<file path="config.mk">
export PLATFORM = sky130hd
export DESIGN_NAME = block_range_max_position
export DESIGN_NICKNAME = d
export VERILOG_FILES = /design/src/design/brmp_pkg.sv /design/src/design/brmp_cell.sv /design/src/design/block_range_max_position.sv
export VERILOG_INCLUDE_DIRS = /design/src /design/src/design
export SDC_FILE = /design/constraint.sdc
export NUM_CORES = 1
export LEC_CHECK = 0
export ABC_AREA = 0
export BUFFER_PORTS_ARGS = -buffer_cell sky130_fd_sc_hd__buf_2
export CAP_MARGIN = 10
export CORE_ASPECT_RATIO = 0.8
export CORE_MARGIN = 2
export CORE_UTILIZATION = 29
export CTS_CLUSTER_SIZE = 14
export DETAILED_ROUTE_END_ITERATION = 10
export GPL_TIMING_DRIVEN = 1
export PLACE_DENSITY = 0.41
export SETUP_SLACK_MARGIN = 0.05
export SYNTH_ARGS = -nofsm -noshare
export SYNTH_HDL_FRONTEND = slang
export SYNTH_SLANG_ARGS = --single-unit
</file>
<file path="constraint.sdc">
create_clock -name clk -period 3.2 [get_ports clk]
set_input_delay 0.16 -clock clk [delete_from_list [all_inputs] [get_ports clk]]
set_output_delay 0.16 -clock clk [all_outputs]
set_load 0.01 [all_outputs]
</file>
<file path="src/design/block_range_max_position_macros.svh">
// Assertion macros for the block_range_max_position design.
// Depends on nothing; included by files that carry concurrent assertions.
`ifndef BLOCK_RANGE_MAX_POSITION_MACROS_SVH
`define BLOCK_RANGE_MAX_POSITION_MACROS_SVH

`ifndef ASSERT_OFF
// Check a property on every clock edge outside reset.
`define BRMP_ASSERT(lbl, clk, rst_n, prop) \
	lbl: assert property (@(posedge clk) disable iff (!rst_n) (prop)) \
		else $error("assertion failed");
// Check a property on every clock edge, reset included.
`define BRMP_ASSERT_ALWAYS(lbl, clk, prop) \
	lbl: assert property (@(posedge clk) (prop)) \
		else $error("assertion failed");
`else
`define BRMP_ASSERT(lbl, clk, rst_n, prop)
`define BRMP_ASSERT_ALWAYS(lbl, clk, prop)
`endif

`endif

</file>
<file path="src/design/brmp_pkg.sv">
// Shared types for the block_range_max_position design.
// Depends on nothing; used by brmp_cell and the top level.
`timescale 1ns / 1ps

package brmp_pkg;

	// Control flags that travel with each beat along the cell row.
	typedef struct packed {
		logic valid;
		logic err;
	} cell_ctl_t;

endpackage

</file>
<file path="src/design/brmp_cell.sv">
// One cell of the range-maximum row: applies step IDX of the prefix walk.
// Depends on brmp_pkg for the control struct.
`timescale 1ns / 1ps

module brmp_cell import brmp_pkg::*; #(
	parameter int BLOCK_BITS = 8,
	parameter int IDX        = 0
) (
	input  logic                                       clk,
	input  logic                                       arst_n,
	input  cell_ctl_t                                  up_ctl,
	input  logic [BLOCK_BITS-1:0]                      up_shape,
	input  logic [$clog2(BLOCK_BITS)-1:0]              up_lo,
	input  logic [$clog2(BLOCK_BITS)-1:0]              up_hi,
	input  logic signed [$clog2(BLOCK_BITS+1):0]       up_level,
	input  logic signed [$clog2(BLOCK_BITS+1):0]       up_best,
	input  logic [$clog2(BLOCK_BITS)-1:0]              up_pos,
	output logic                                       up_ready,
	output cell_ctl_t                                  dn_ctl,
	output logic [BLOCK_BITS-1:0]                      dn_shape,
	output logic [$clog2(BLOCK_BITS)-1:0]              dn_lo,
	output logic [$clog2(BLOCK_BITS)-1:0]              dn_hi,
	output logic signed [$clog2(BLOCK_BITS+1):0]       dn_level,
	output logic signed [$clog2(BLOCK_BITS+1):0]       dn_best,
	output logic [$clog2(BLOCK_BITS)-1:0]              dn_pos,
	input  logic                                       dn_ready
);

	localparam int POS_W = $clog2(BLOCK_BITS);
	localparam int LVL_W = $clog2(BLOCK_BITS + 1) + 1;
	localparam logic [POS_W-1:0] IDX_P = POS_W'(IDX);
	localparam logic signed [LVL_W-1:0] ONE = LVL_W'(1);

	cell_ctl_t                 ctl_q;
	logic [BLOCK_BITS-1:0]     shape_q;
	logic [POS_W-1:0]          lo_q;
	logic [POS_W-1:0]          hi_q;
	logic signed [LVL_W-1:0]   level_q;
	logic signed [LVL_W-1:0]   best_q;
	logic [POS_W-1:0]          pos_q;

	logic                      active;
	logic                      take;
	logic signed [LVL_W-1:0]   step_level;

	always_comb begin
		active     = !up_ctl.err && (IDX_P <= up_hi);
		step_level = up_shape[IDX] ? up_level + ONE : up_level - ONE;
		// first element of the range always wins; later ones only on a strict rise
		take       = active && ((IDX_P == up_lo) ||
			((IDX_P > up_lo) && (step_level > up_best)));
	end

	// Hold while the neighbor downstream stalls and this cell is full.
	assign up_ready = !ctl_q.valid || dn_ready;

	always_ff @(posedge clk or negedge arst_n) begin
		if (!arst_n) begin
			ctl_q <= '0;
		end else if (up_ready) begin
			ctl_q <= up_ctl;
		end
	end

	always_ff @(posedge clk) begin
		if (up_ready && up_ctl.valid) begin
			shape_q <= up_shape;
			lo_q    <= up_lo;
			hi_q    <= up_hi;
			level_q <= active ? step_level : up_level;
			best_q  <= take ? step_level : up_best;
			pos_q   <= take ? IDX_P : up_pos;
		end
	end

	assign dn_ctl   = ctl_q;
	assign dn_shape = shape_q;
	assign dn_lo    = lo_q;
	assign dn_hi    = hi_q;
	assign dn_level = level_q;
	assign dn_best  = best_q;
	assign dn_pos   = pos_q;

endmodule

</file>
<file path="src/design/block_range_max_position.sv">
// Top level of the in-block range-maximum query engine (plus/minus-one kind).
// Depends on brmp_pkg, brmp_cell and block_range_max_position_macros.svh.
`timescale 1ns / 1ps
`include "block_range_max_position_macros.svh"

// A query gives a shape bitmap and an inclusive range [range_low, range_high];
// the result is the first position of the largest prefix value in the range,
// or 0 with range_error set when range_low exceeds range_high or range_high is
// BLOCK_BITS or more. Queries run through a row of BLOCK_BITS cells, one per
// block position, each applying one step of the prefix walk and registering
// it, so a result passes through each cell's register in turn, and one query is
// taken every cycle while the row is not backed up. The last cell's register
// is the output register; a stalled result backs up the row one cell at a
// time, so bubbles still fill behind it.
module block_range_max_position import brmp_pkg::*; #(
	parameter int BLOCK_BITS = 8
) (
	input  logic                          clk,
	input  logic                          arst_n,
	input  logic                          query_valid,
	output logic                          query_ready,
	input  logic [BLOCK_BITS-1:0]         shape_bitmap,
	input  logic [$clog2(BLOCK_BITS)-1:0] range_low,
	input  logic [$clog2(BLOCK_BITS)-1:0] range_high,
	output logic                          result_valid,
	input  logic                          result_ready,
	output logic [$clog2(BLOCK_BITS)-1:0] max_position,
	output logic                          range_error
);

	localparam int POS_W = $clog2(BLOCK_BITS);
	localparam int LVL_W = $clog2(BLOCK_BITS + 1) + 1;

	cell_ctl_t                 ctl   [0:BLOCK_BITS];
	logic [BLOCK_BITS-1:0]     shape [0:BLOCK_BITS];
	logic [POS_W-1:0]          lo    [0:BLOCK_BITS];
	logic [POS_W-1:0]          hi    [0:BLOCK_BITS];
	logic signed [LVL_W-1:0]   level [0:BLOCK_BITS];
	logic signed [LVL_W-1:0]   best  [0:BLOCK_BITS];
	logic [POS_W-1:0]          pos   [0:BLOCK_BITS];
	logic                      rdy   [0:BLOCK_BITS];

	// Flag a reversed range or one that runs past the block at entry.
	assign ctl[0].valid = query_valid;
	assign ctl[0].err   = (range_low > range_high) ||
		({1'b0, range_high} >= (POS_W + 1)'(BLOCK_BITS));
	assign shape[0]     = shape_bitmap;
	assign lo[0]        = range_low;
	assign hi[0]        = range_high;
	assign level[0]     = '0;
	assign best[0]      = '0;
	assign pos[0]       = '0;
	assign query_ready  = rdy[0];

	for (genvar j = 0; j < BLOCK_BITS; j++) begin : g_cell
		brmp_cell #(
			.BLOCK_BITS(BLOCK_BITS),
			.IDX       (j)
		) u_cell (
			.clk      (clk),
			.arst_n   (arst_n),
			.up_ctl   (ctl[j]),
			.up_shape (shape[j]),
			.up_lo    (lo[j]),
			.up_hi    (hi[j]),
			.up_level (level[j]),
			.up_best  (best[j]),
			.up_pos   (pos[j]),
			.up_ready (rdy[j]),
			.dn_ctl   (ctl[j+1]),
			.dn_shape (shape[j+1]),
			.dn_lo    (lo[j+1]),
			.dn_hi    (hi[j+1]),
			.dn_level (level[j+1]),
			.dn_best  (best[j+1]),
			.dn_pos   (pos[j+1]),
			.dn_ready (rdy[j+1])
		);
	end

	assign rdy[BLOCK_BITS] = result_ready;
	assign result_valid    = ctl[BLOCK_BITS].valid;
	assign range_error     = ctl[BLOCK_BITS].err;
	assign max_position    = pos[BLOCK_BITS];

	`BRMP_ASSERT(a_err_pos_zero, clk, arst_n,
		(result_valid && range_error) |-> (max_position == '0))
	`BRMP_ASSERT(a_full_row_only, clk, arst_n,
		!query_ready |-> (result_valid && !result_ready))
	`BRMP_ASSERT(a_accept_lands, clk, arst_n,
		(query_valid && query_ready) |=> ctl[1].valid)
	`BRMP_ASSERT(a_result_held, clk, arst_n,
		(result_valid && !result_ready) |=> result_valid)
	`BRMP_ASSERT_ALWAYS(a_reset_empty, clk,
		!arst_n |=> !result_valid)

endmodule
</file>
==> results of run 1 <==
Yosys cell counts (2+ instances only):
| library cell | instances | share of area |
|---|---|---|
| a211oi_1 | 2 | 0.0019 |
| a211oi_2 | 2 | 0.0032 |
| a21o_1 | 12 | 0.011 |
| a21oi_1 | 23 | 0.015 |
| a31oi_1 | 2 | 0.0016 |
| and2_1 | 9 | 0.0071 |
| and2_2 | 2 | 0.0019 |
| and4b_1 | 2 | 0.0025 |
| dfrtp_1 | 16 | 0.051 |
| edfxtp_1 | 149 | 0.57 |
| fa_1 | 9 | 0.023 |
| ha_1 | 54 | 0.086 |
| inv_1 | 76 | 0.036 |
| mux2_2 | 31 | 0.044 |
| mux2_4 | 7 | 0.013 |
| mux2i_1 | 9 | 0.011 |
| nand2_1 | 25 | 0.012 |
| nand2b_1 | 19 | 0.015 |
| nand3_1 | 6 | 0.0038 |
| nand3b_1 | 2 | 0.0019 |
| nand4_1 | 4 | 0.0032 |
| nor2_1 | 17 | 0.0081 |
| nor2_2 | 2 | 0.0016 |
| nor2b_1 | 5 | 0.0040 |
| nor3_1 | 2 | 0.0013 |
| o2111ai_1 | 2 | 0.0022 |
| o211ai_1 | 3 | 0.0029 |
| o21ai_0 | 14 | 0.0089 |
| o221ai_1 | 2 | 0.0022 |
| or2_2 | 4 | 0.0032 |
| xnor2_1 | 27 | 0.030 |
logic make-up after synthesis:
family	Yosys count	synth area share
AO/OA/AOI/OAI	70	0.06242
XOR/XNOR	28	0.03105
adder cells (fa/ha/maj)	63	0.1084
buffers and inverters	79	0.03897
flip-flops	165	0.6172
multiplexers	47	0.06892
AND/OR/NAND/NOR	105	0.07303
sequential cells by signal (all words and copies together) (netlist names):
register                cells
g_cell.u_cell.dn_best      31
g_cell.u_cell.dn_level     31
g_cell.u_cell.dn_shape     28
g_cell.u_cell.dn_hi        21
g_cell.u_cell.dn_lo        21
g_cell.u_cell.dn_pos       17
g_cell.u_cell.dn_ctl       16
cell type report:
| type | instances | share of cell area |
|---|---|---|
| clock buffers | 19 | 0.04586 |
| clock inverters | 13 | 0.02160 |
| inverters | 77 | 0.03088 |
| multi-input cells | 313 | 0.2922 |
| flip-flops and latches | 165 | 0.5164 |
| well taps | 364 | 0.04824 |
| repair buffers | 59 | 0.04480 |
timing repair:
action	in CTS	in global routing
hold endpoints to repair	30	0
resized for setup	1	8
pin swaps	0	2
setup endpoints to repair	4	16
setup buffers	0	6
hold buffers	15	0
worst max-delay path by stage:
stage	start	end	slack [ns]	cells past startpoint
floorplan	g_cell[4].u_cell.dn_level[0]	g_cell[5].u_cell.dn_best[0]	0.35	13
global placement	g_cell[1].u_cell.dn_level[0]	g_cell[2].u_cell.dn_best[4]	0.12	11
detailed placement	g_cell[4].u_cell.dn_shape[5]	g_cell[5].u_cell.dn_best[4]	0.03	11
CTS	g_cell[1].u_cell.dn_level[1]	g_cell[2].u_cell.dn_best[4]	0.06	11
global route	g_cell[1].u_cell.dn_level[0]	g_cell[2].u_cell.dn_best[4]	0.05	11
finish	g_cell[1].u_cell.dn_level[1]	g_cell[2].u_cell.dn_best[4]	0.19	11
cells in the final DEF (no fill, tap or decap), drive strengths merged, types with 9 or more instances in the layout:
master and count:
edfxtp 149, inv 79, ha 54, buf 44, mux2 38, xnor2 27, nand2 25, a21oi 23
nand2b 19, nor2 19, clkbuf 19, dfrtp 16, dlygate4sd3 15, o21ai 15, a21o 12, and2 11
mux2i 9, fa 9
per-layer routing:
| layer | global-route usage | part of all wire | up-vias | routed length, um |
|---|---|---|---|---|
| met5 | 0 | 0 | - | 0 |
| met4 | 0.04180 | 0.015 | 0 | 201 |
| met3 | 0.02741 | 0.028 | 16 | 381 |
| met2 | 0.1699 | 0.46 | 41 | 6418 |
| met1 | 0.1361 | 0.49 | 2017 | 6835 |
| li1 | - | - | 2155 | - |
per-stage QoR:
| stage | setup slack [ns] | instance area (um2) |
|---|---|---|
| floorplan | 0.3537 | 7898 |
| global placement | 0.1186 | 8564 |
| detailed placement | 0.03216 | 8564 |
| CTS | 0.05606 | 9353 |
| global route | 0.05073 | 9440 |
| finish | 0.1924 | 9440 |
power groups by stage:
stage / Clock (W) / Sequential [W] / Combinational (W)
after detailed placement: 0 / 0.00361 / 0.00353
after floorplan: 0 / 0.00349 / 0.00257
final: 0.00223 / 0.00355 / 0.00364
after global placement: 0 / 0.00361 / 0.00344
after CTS: 0.00228 / 0.00357 / 0.00357
after global routing: 0.00238 / 0.00363 / 0.00414
==> results.sh, run 1 <==
export IMPL_antenna_cells=0
export IMPL_r2r_end="g_cell[2].u_cell.dn_best[4]"
export IMPL_place_congestion=0.7675
export IMPL_synth_ff_type="edfxtp_1"
export IMPL_ys_types=49
export IMPL_dp_hpwl_mm=10.71
export IMPL_drc=0
export IMPL_worst_path_buf_inv=3
export IMPL_switchingPower_w=0.003097
export IMPL_root_buffer="clkbuf_16"
export IMPL_syn2layout_area_growth_pct=19.53
export IMPL_avgSynthCellArea_um2=14.18
export IMPL_start_kind="register"
export IMPL_clk_pin_slew_worst_paths_ns=0.06
export IMPL_setup_viol=0
export IMPL_finalNetCount=714
export IMPL_core_um2=27030
export IMPL_grt_overflow=0
export IMPL_required_ns=3.38
export IMPL_max_cap_violations=0
export IMPL_synth_seq_cells=165
export IMPL_crit_fanout=5
export IMPL_min_period_over_period=0.9399
export IMPL_status="complete, no violations"
export IMPL_r2r_start="g_cell[1].u_cell.dn_level[1]"
export IMPL_final_max_slew_viol_count=0
export IMPL_insertion_delay_ns=0.43
export IMPL_grt_pass1_wl_mm=23.07
export IMPL_cp_slowest_cell="edfxtp_1"
export IMPL_vias=4229
export IMPL_fin_skew_ns=0.01074
export IMPL_die_w_um=188.5
export IMPL_hold_viol_final=0
export IMPL_grt_max_degree=24
export IMPL_routed_via_density=4.187
export IMPL_rrSetupSlack_ns=0.19
export IMPL_clock_sinks=165
export IMPL_layout_drive_gt1_share=0.2136
export IMPL_dieArea_um2=28580
export IMPL_die_h_um=151.6
export IMPL_arrival_ns=3.19
export IMPL_initial_core_util=0.2922
export IMPL_first_pass_iters=4
export IMPL_tns_ns=0
export IMPL_pwr_share_seq=0.377
export IMPL_clk_path_buf_depth=2
export IMPL_p_leak_nw=3.863
export IMPL_rsz0062_at_grt="true"
export IMPL_fin_crit_ns=3.008
export IMPL_top_level_ports=24
export IMPL_power_density_nw_per_um2=997.7
export IMPL_critPathKind="register to register"
export IMPL_switching_share=0.3288
export IMPL_max_freq_ghz=0.3325
export IMPL_drtIter0Drc=182
export IMPL_synthCells=557
export IMPL_multi_input_comb_area_um2=2759
export IMPL_grt_total_usage=0.1053
export IMPL_final_cells=1010
export IMPL_hp_start="shape_bitmap[0]"
export IMPL_antenna_found_initial=0
export IMPL_synthesis_area_um2=7898
export IMPL_htree_num_levels=4
export IMPL_fill_cells=2650
export IMPL_slew_limit_headroom=0.3922
export IMPL_wl_mm=13.84
export IMPL_cp_end_kind="register"
export IMPL_cp_cell_sequence="inv_1, fa_1, inv_1, fa_1, xnor2_2, ha_1, a221oi_1, a211oi_2, nor2_2, inv_4, mux2_4"
export IMPL_antenna_left=0
export IMPL_yosysWarnings=0
export IMPL_tightest_slew_ns=0.9117
export IMPL_async_flop_share=0.09697
export IMPL_yosysSeqAreaShare=0.6172
export IMPL_clkPwrFrac=0.237
export IMPL_port_buffers=23
export IMPL_critPathMaxStageDelay_ns=0.42
export IMPL_cts_buffers=17
export IMPL_reg2reg_depth=11
export IMPL_synth_edf_count=149
export IMPL_grt_pass1_vias=4474
export IMPL_whs_ns=0.02328
export IMPL_synth_fp_nets=638
export IMPL_critical_path_top_delay_family="adder cells"
export IMPL_holdPathStages=2
export IMPL_worstHoldPathType="primary input to register"
export IMPL_cts_tree="built"
export IMPL_num_rows=54
export IMPL_dp_cells=957
export IMPL_finalPower_w=0.009419
export IMPL_hold_path_end="g_cell[0].u_cell.dn_best[3]"
export IMPL_peakVddDrop_v=0.0003817
export IMPL_p_int_w=0.006322
export IMPL_register_area_um2=4875
export IMPL_comb_power_share=0.387
export IMPL_wl_per_cell_um=13.70
export IMPL_final_util=0.3493
Power figures use the tool's default switching activity.
==> run 2, diff against run 1 <==
--- a/config.mk
+++ b/config.mk
@@ -12,9 +12,9 @@
 export CORE_ASPECT_RATIO = 0.8
 export CORE_MARGIN = 2
-export CORE_UTILIZATION = 29
+export CORE_UTILIZATION = 31
 export CTS_CLUSTER_SIZE = 14
 export DETAILED_ROUTE_END_ITERATION = 10
 export GPL_TIMING_DRIVEN = 1
-export PLACE_DENSITY = 0.41
+export PLACE_DENSITY = 0.43
 export SETUP_SLACK_MARGIN = 0.05
 export SYNTH_ARGS = -nofsm -noshare
==> constraint.sdc (replaced) <==
create_clock -name clk -period 3.2 [get_ports clk]
set_input_delay 0.16 -clock clk [delete_from_list [all_inputs] [get_ports clk]]
set_output_delay 0.16 -clock clk [all_outputs]
set_load 0.05 [all_outputs]
==> run 2 against run 1 <==
Against the previous run:
- clock skew rose by 0.0027 ns
- combinational power barely moved
- core utilization rose by 2.2 points
- cell area fell by 0.94%
- via count fell by 0.80%
- sequential power barely moved
- hold slack improved by 0.0037 ns
- count of clock-buffer cells in the layout fell by 2
- sequential share of layout area rose by 0.49 points
- final cell count fell by 4.1%
- clock power fell by 9%
- wire length fell by 1.5%
- critical path type unchanged
- largest power group unchanged
- highest routed layer unchanged
==> results.sh, run 2 (synthesis gave the netlist of run 1 again) <==
export IMPL_tns_ns=0
export IMPL_place_congestion=0.7975
export IMPL_layout_common_cells="edfxtp_1, inv_1, ha_1"
export IMPL_wl_per_cell_um=14.07
export IMPL_comb_power_share=0.395
export IMPL_whs_ns=0.02698
export IMPL_antenna_cells=0
export IMPL_fin_crit_ns=3.020
export IMPL_max_freq_ghz=0.3311
export IMPL_clkPwrFrac=0.221
export IMPL_core_um2=25180
export IMPL_final_max_slew_viol_count=0
export IMPL_initial_core_util=0.3137
export IMPL_max_cap_violations=0
export IMPL_first_pass_iters=4
export IMPL_clock_sinks=165
export IMPL_grt_pass1_wl_mm=23.15
export IMPL_root_buffer="clkbuf_16"
export IMPL_register_area_um2=4875
export IMPL_crit_fanout=7
export IMPL_startpoint="g_cell[4].u_cell.dn_shape[5]"
export IMPL_pwr_share_seq=0.385
export IMPL_layout_drive_gt1_share=0.2140
export IMPL_multi_input_comb_area_um2=2760
export IMPL_dieArea_um2=26780
export IMPL_worst_slack_ns=0.1795
export IMPL_switchingPower_w=0.003275
export IMPL_dp_cells=914
export IMPL_rsz0062_at_grt="false"
export IMPL_slew_limit_headroom=0.3699
export IMPL_htree_num_levels=4
export IMPL_grt_overflow=0
export IMPL_fin_skew_ns=0.01339
export IMPL_antenna_left=0
export IMPL_layout_commonest_cell="edfxtp_1"
export IMPL_die_w_um=182.5
export IMPL_finalNetCount=713
export IMPL_wl_mm=13.63
export IMPL_die_h_um=146.8
export IMPL_clk_path_buf_depth=2
export IMPL_grt_pass1_vias=4564
export IMPL_syn2layout_area_growth_pct=18.41
export IMPL_worstHoldPathType="primary input to register"
export IMPL_setup_viol=0
export IMPL_insertion_delay_ns=0.43
export IMPL_hp_start="shape_bitmap[0]"
export IMPL_drc=0
export IMPL_num_rows=52
export IMPL_post_place_ws_ns=0.02985
export IMPL_status="complete, no violations"
export IMPL_dp_hpwl_mm=10.41
export IMPL_cp_slowest_cell="edfxtp_1"
export IMPL_port_buffers=23
export IMPL_switching_share=0.3543
export IMPL_critPathKind="register to register"
export IMPL_vias=4195
export IMPL_tightest_slew_ns=0.9451
export IMPL_drtIter0Drc=160
export IMPL_cts_buffers=17
export IMPL_start_kind="register"
export IMPL_fill_cells=2365
export IMPL_p_leak_nw=3.832
export IMPL_antenna_found_initial=0
export IMPL_peakVddDrop_v=0.0003944
export IMPL_cp_end_kind="register"
export IMPL_routed_via_density=4.329
export IMPL_arrival_ns=3.20
export IMPL_final_cells=969
export IMPL_clk_pin_slew_worst_paths_ns=0.07
export IMPL_required_ns=3.38
export IMPL_crit_top_cell="ha_1"
export IMPL_p_int_w=0.005968
export IMPL_cp_cell_sequence="inv_1, ha_1, a21o_1, a21oi_1, xnor2_1, ha_1, nand3_1, or2_2, a32oi_1, a211o_2, mux2_4"
export IMPL_r2r_start="g_cell[4].u_cell.dn_shape[5]"
export IMPL_grt_max_degree=24
export IMPL_cts_tree="built"
export IMPL_grt_total_usage=0.1112
export IMPL_power_density_nw_per_um2=988.4
export IMPL_critPathMaxStageDelay_ns=0.43
export IMPL_min_period_over_period=0.9439
export IMPL_hold_viol_final=0
export IMPL_top_level_ports=24
-- run 2: cell count changes in the layout (fill, tap and decap cells not counted), sizes merged --
cell / delta
buf: -1
bufinv: -5
inv: +7
clkbuf: -2
-- run 2: path summary, 6_finish.rpt --
| check | slack (ns) | cells after the start | end |
|---|---|---|---|
| setup / recovery | 0.18 | 11 | g_cell[5].u_cell.dn_best[2] |
| hold / removal | 0.03 | 2 | g_cell[0].u_cell.dn_best[3] |
| setup reg to reg | 0.18 | 11 | g_cell[5].u_cell.dn_best[2] |
| hold reg to reg | 0.42 | 0 | g_cell[2].u_cell.dn_shape[4] |
| max in group asynchronous | 2.75 | 2 | g_cell[7].u_cell.dn_ctl[1] |
| min in group asynchronous | 0.17 | 2 | g_cell[1].u_cell.dn_ctl[1] |
-- run 2: layout make-up --
type,count,area share
clock inverters,15,0.01913
repair buffers,58,0.04442
clock buffers,17,0.04549
inverters,77,0.03117
well taps,324,0.04335
multi-input cells,313,0.2952
flip-flops and latches,165,0.5213
-- run 2: power by group through the flow --
stage | Sequential (W) | Combinational [W] | Clock [W]
after CTS | 0.00358 | 0.00352 | 0.00210
after global routing | 0.00364 | 0.00415 | 0.00220
final | 0.00356 | 0.00365 | 0.00204
after global placement | 0.00361 | 0.00343 | 0
after detailed placement | 0.00362 | 0.00348 | 0
after floorplan | 0.00356 | 0.00257 | 0
-- run 2: what timing repair did --
action	CTS	global route
pin swaps	0	7
endpoints found under the hold margin	30	0
gates resized for setup	1	8
endpoints found under the setup margin	4	20
buffers inserted	0	8
hold buffers	15	0
-- run 2: metal layers --
layer,global-route usage,vias to the layer above,share of wire
li1,-,2143,-
met1,0.1481,2001,0.50
met2,0.1781,35,0.46
met3,0.02652,16,0.025
met4,0.03992,0,0.018
met5,0,-,0
-- run 2: critical path: cells and delay by family, from the launching register on --
family	cells	cell delay, ns
buf+inv	1	0.13
simple gates	2	0.40
compound gates	4	0.80
xor+xnor	1	0.13
flops	1	0.43
mux	1	0.32
fa+ha+maj	2	0.56
-- run 2: per-stage QoR --
stage / power (W) / utilization / cell area, um2
2_1_floorplan: 0.006134 / - / 7898
3_3_place_gp: 0.007040 / 0.3373 / 8492
3_5_place_dp: 0.007100 / 0.3373 / 8492
4_1_cts: 0.009197 / 0.3673 / 9248
5_1_grt: 0.009992 / 0.3714 / 9351
6_report: 0.009243 / 0.3714 / 9351
==> run 3, diff against run 2 <==
- CORE_ASPECT_RATIO: 0.8 -> 0.7
- PLACE_DENSITY: 0.43 -> default
- clock period: 3.2 -> 2.7 ns (I/O delays scaled with it)
==> run 3 against run 2 <==
Against the previous run:
- the run now ends with setup timing left
- non-clock buffer count rose by 72
- clock skew increased by 0.00073 ns
- sequential share of layout area down 5.8 points
- combinational power increased by 81%
- first-iteration DRC count is 24% higher
- total power is 44% higher
- core utilization grew 5.2 points
- cell area up 12%
- die area is essentially flat
- via count up 11%
- maximum frequency is 2.8% higher
- critical path type unchanged
- critical endpoint unchanged
- highest routed layer unchanged
==> results.sh, run 3 (synthesis gave the netlist of run 1 again) <==
export IMPL_status="finished with violations"
export IMPL_violations="setup timing"
export IMPL_min_period_over_period=1.088
export IMPL_reg2reg_depth=11
export IMPL_slew_limit_headroom=0.4187
export IMPL_cts_buffers=17
export IMPL_place_congestion=0.8297
export IMPL_worstHoldPathType="primary input to register"
export IMPL_finalNetCount=785
export IMPL_htree_num_levels=4
export IMPL_post_place_ws_ns=-0.3352
export IMPL_top_signal_layer_used="met4"
export IMPL_antenna_cells=0
export IMPL_die_h_um=137.5
export IMPL_first_pass_iters=5
export IMPL_fin_skew_ns=0.01412
export IMPL_final_max_slew_viol_count=0
export IMPL_clk_path_buf_depth=2
export IMPL_max_freq_ghz=0.3403
export IMPL_layout_commonest_cell="edfxtp_1"
export IMPL_worst_slack_ns=-0.2386
export IMPL_holdPathStages=4
export IMPL_grt_pass1_wl_mm=24.52
export IMPL_dp_hpwl_mm=10.52
export IMPL_die_w_um=194.8
export IMPL_syn2layout_area_growth_pct=33.18
export IMPL_wl_mm=15.06
export IMPL_fill_cells=2237
export IMPL_start_kind="register"
export IMPL_grt_total_usage=0.1174
export IMPL_setup_viol=34
export IMPL_top_level_ports=24
export IMPL_rsz0062_at_grt="true"
export IMPL_wl_per_cell_um=14.45
export IMPL_drc=0
export IMPL_cp_end_kind="register"
export IMPL_insertion_delay_ns=0.43
export IMPL_max_cap_violations=0
export IMPL_layout_drive_gt1_share=0.4142
export IMPL_peakVddDrop_v=0.0006243
export IMPL_layout_common_cells="edfxtp_1, buf_4, inv_1"
export IMPL_clk_pin_slew_worst_paths_ns=0.07
export IMPL_fin_crit_ns=2.939
export IMPL_tightest_slew_ns=0.8719
export IMPL_power_density_nw_per_um2=1261
export IMPL_initial_core_util=0.3176
export IMPL_p_leak_nw=4.323
export IMPL_root_buffer="clkbuf_16"
export IMPL_grt_max_degree=24
export IMPL_hold_viol_final=0
export IMPL_final_util=0.4230
export IMPL_core_um2=24860
export IMPL_route_met3_wl_um=490
export IMPL_wl_met2_mm=7.567
export IMPL_cts_tree="built"
export IMPL_grt_overflow=0
export IMPL_dieArea_um2=26790
export IMPL_grt_pass1_vias=5031
export IMPL_met1_length_mm=6.762
export IMPL_crit_fanout=6
export IMPL_routed_via_density=4.472
export IMPL_drtIter0Drc=198
export IMPL_port_buffers=23
export IMPL_antenna_left=0
export IMPL_critPathKind="register to register"
export IMPL_antenna_found_initial=0
export IMPL_clock_sinks=165
export IMPL_num_rows=48
export IMPL_vias=4660
export IMPL_arrival_ns=3.11
export IMPL_required_ns=2.88
## run 3: final cells by class
cell class,count,area (um2),share of cell area
multi-input cells,313,3342,0.3177
clock inverters,15,173.9,0.01654
repair buffers,130,1003,0.09541
flip-flops and latches,165,4875,0.4635
well taps,325,406.6,0.03866
clock buffers,17,425.4,0.04045
inverters,77,291.5,0.02772
## run 3: critical path: stages (launching register included)
cell and delay (ns):
edfxtp_1 0.46, inv_2 0.14, ha_4 0.21, a21o_1 0.19, a21oi_2 0.17, xnor2_2 0.09
ha_1 0.32, nand3_2 0.10, o221ai_2 0.16, a32oi_1 0.11, a211o_2 0.41, mux2_4 0.32
## run 3: worst paths after layout
| check | startpoint | to | slack, ns |
|---|---|---|---|
| max | g_cell[4].u_cell.dn_shape[5] | g_cell[5].u_cell.dn_best[2] | -0.24 |
| max reg2reg | g_cell[4].u_cell.dn_shape[5] | g_cell[5].u_cell.dn_best[2] | -0.24 |
| max in group asynchronous | arst_n | g_cell[2].u_cell.dn_ctl[0] | 2.27 |
| min in group asynchronous | arst_n | g_cell[6].u_cell.dn_ctl[0] | 0.16 |
| min | result_ready | g_cell[6].u_cell.dn_ctl[1] | 0.08 |
| min reg2reg | g_cell[2].u_cell.dn_shape[7] | g_cell[3].u_cell.dn_shape[7] | 0.42 |
## run 3: power breakdown
group	total [W]	switching, W	internal (W)
logic	0.00659	0.00316	0.00343
clock network	0.00243	0.00104	0.00139
registers	0.00425	0.000411	0.00384
## run 3: per-stage QoR
stage / cell area [um2] / power [W] / TNS (ns) / hold WS (ns) / cells
final: 10520 / 0.01327 / -3.065 / 0.08284 / 1042
after global routing: 10520 / 0.01410 / -7.419 / 0.1109 / 1042
after CTS: 10250 / 0.01258 / -2.370 / 0.06336 / 1028
after detailed placement: 8887 / 0.008944 / -6.166 / 0.07466 / 960
after global placement: 8887 / 0.008684 / -2.784 / 0.05850 / 960
after floorplan: 7954 / 0.007349 / -0.3803 / -0.1606 / 557
## run 3: timing repair
| action | in CTS | in global routing |
|---|---|---|
| buffers inserted | 22 | 17 |
| resized for setup | 82 | 35 |
| pin swaps | 51 | 31 |
| endpoints found under the hold margin | 32 | 0 |
| setup endpoints to repair | 45 | 45 |
| cloned | 0 | 0 |
| hold buffers | 16 | 0 |
## run 3: metal layers
metal  vias up  GRT usage
li1       2293          -
met1      2269     0.1410
met3        22    0.03060
met2        76     0.2045
met5         -          0
met4         0    0.04538
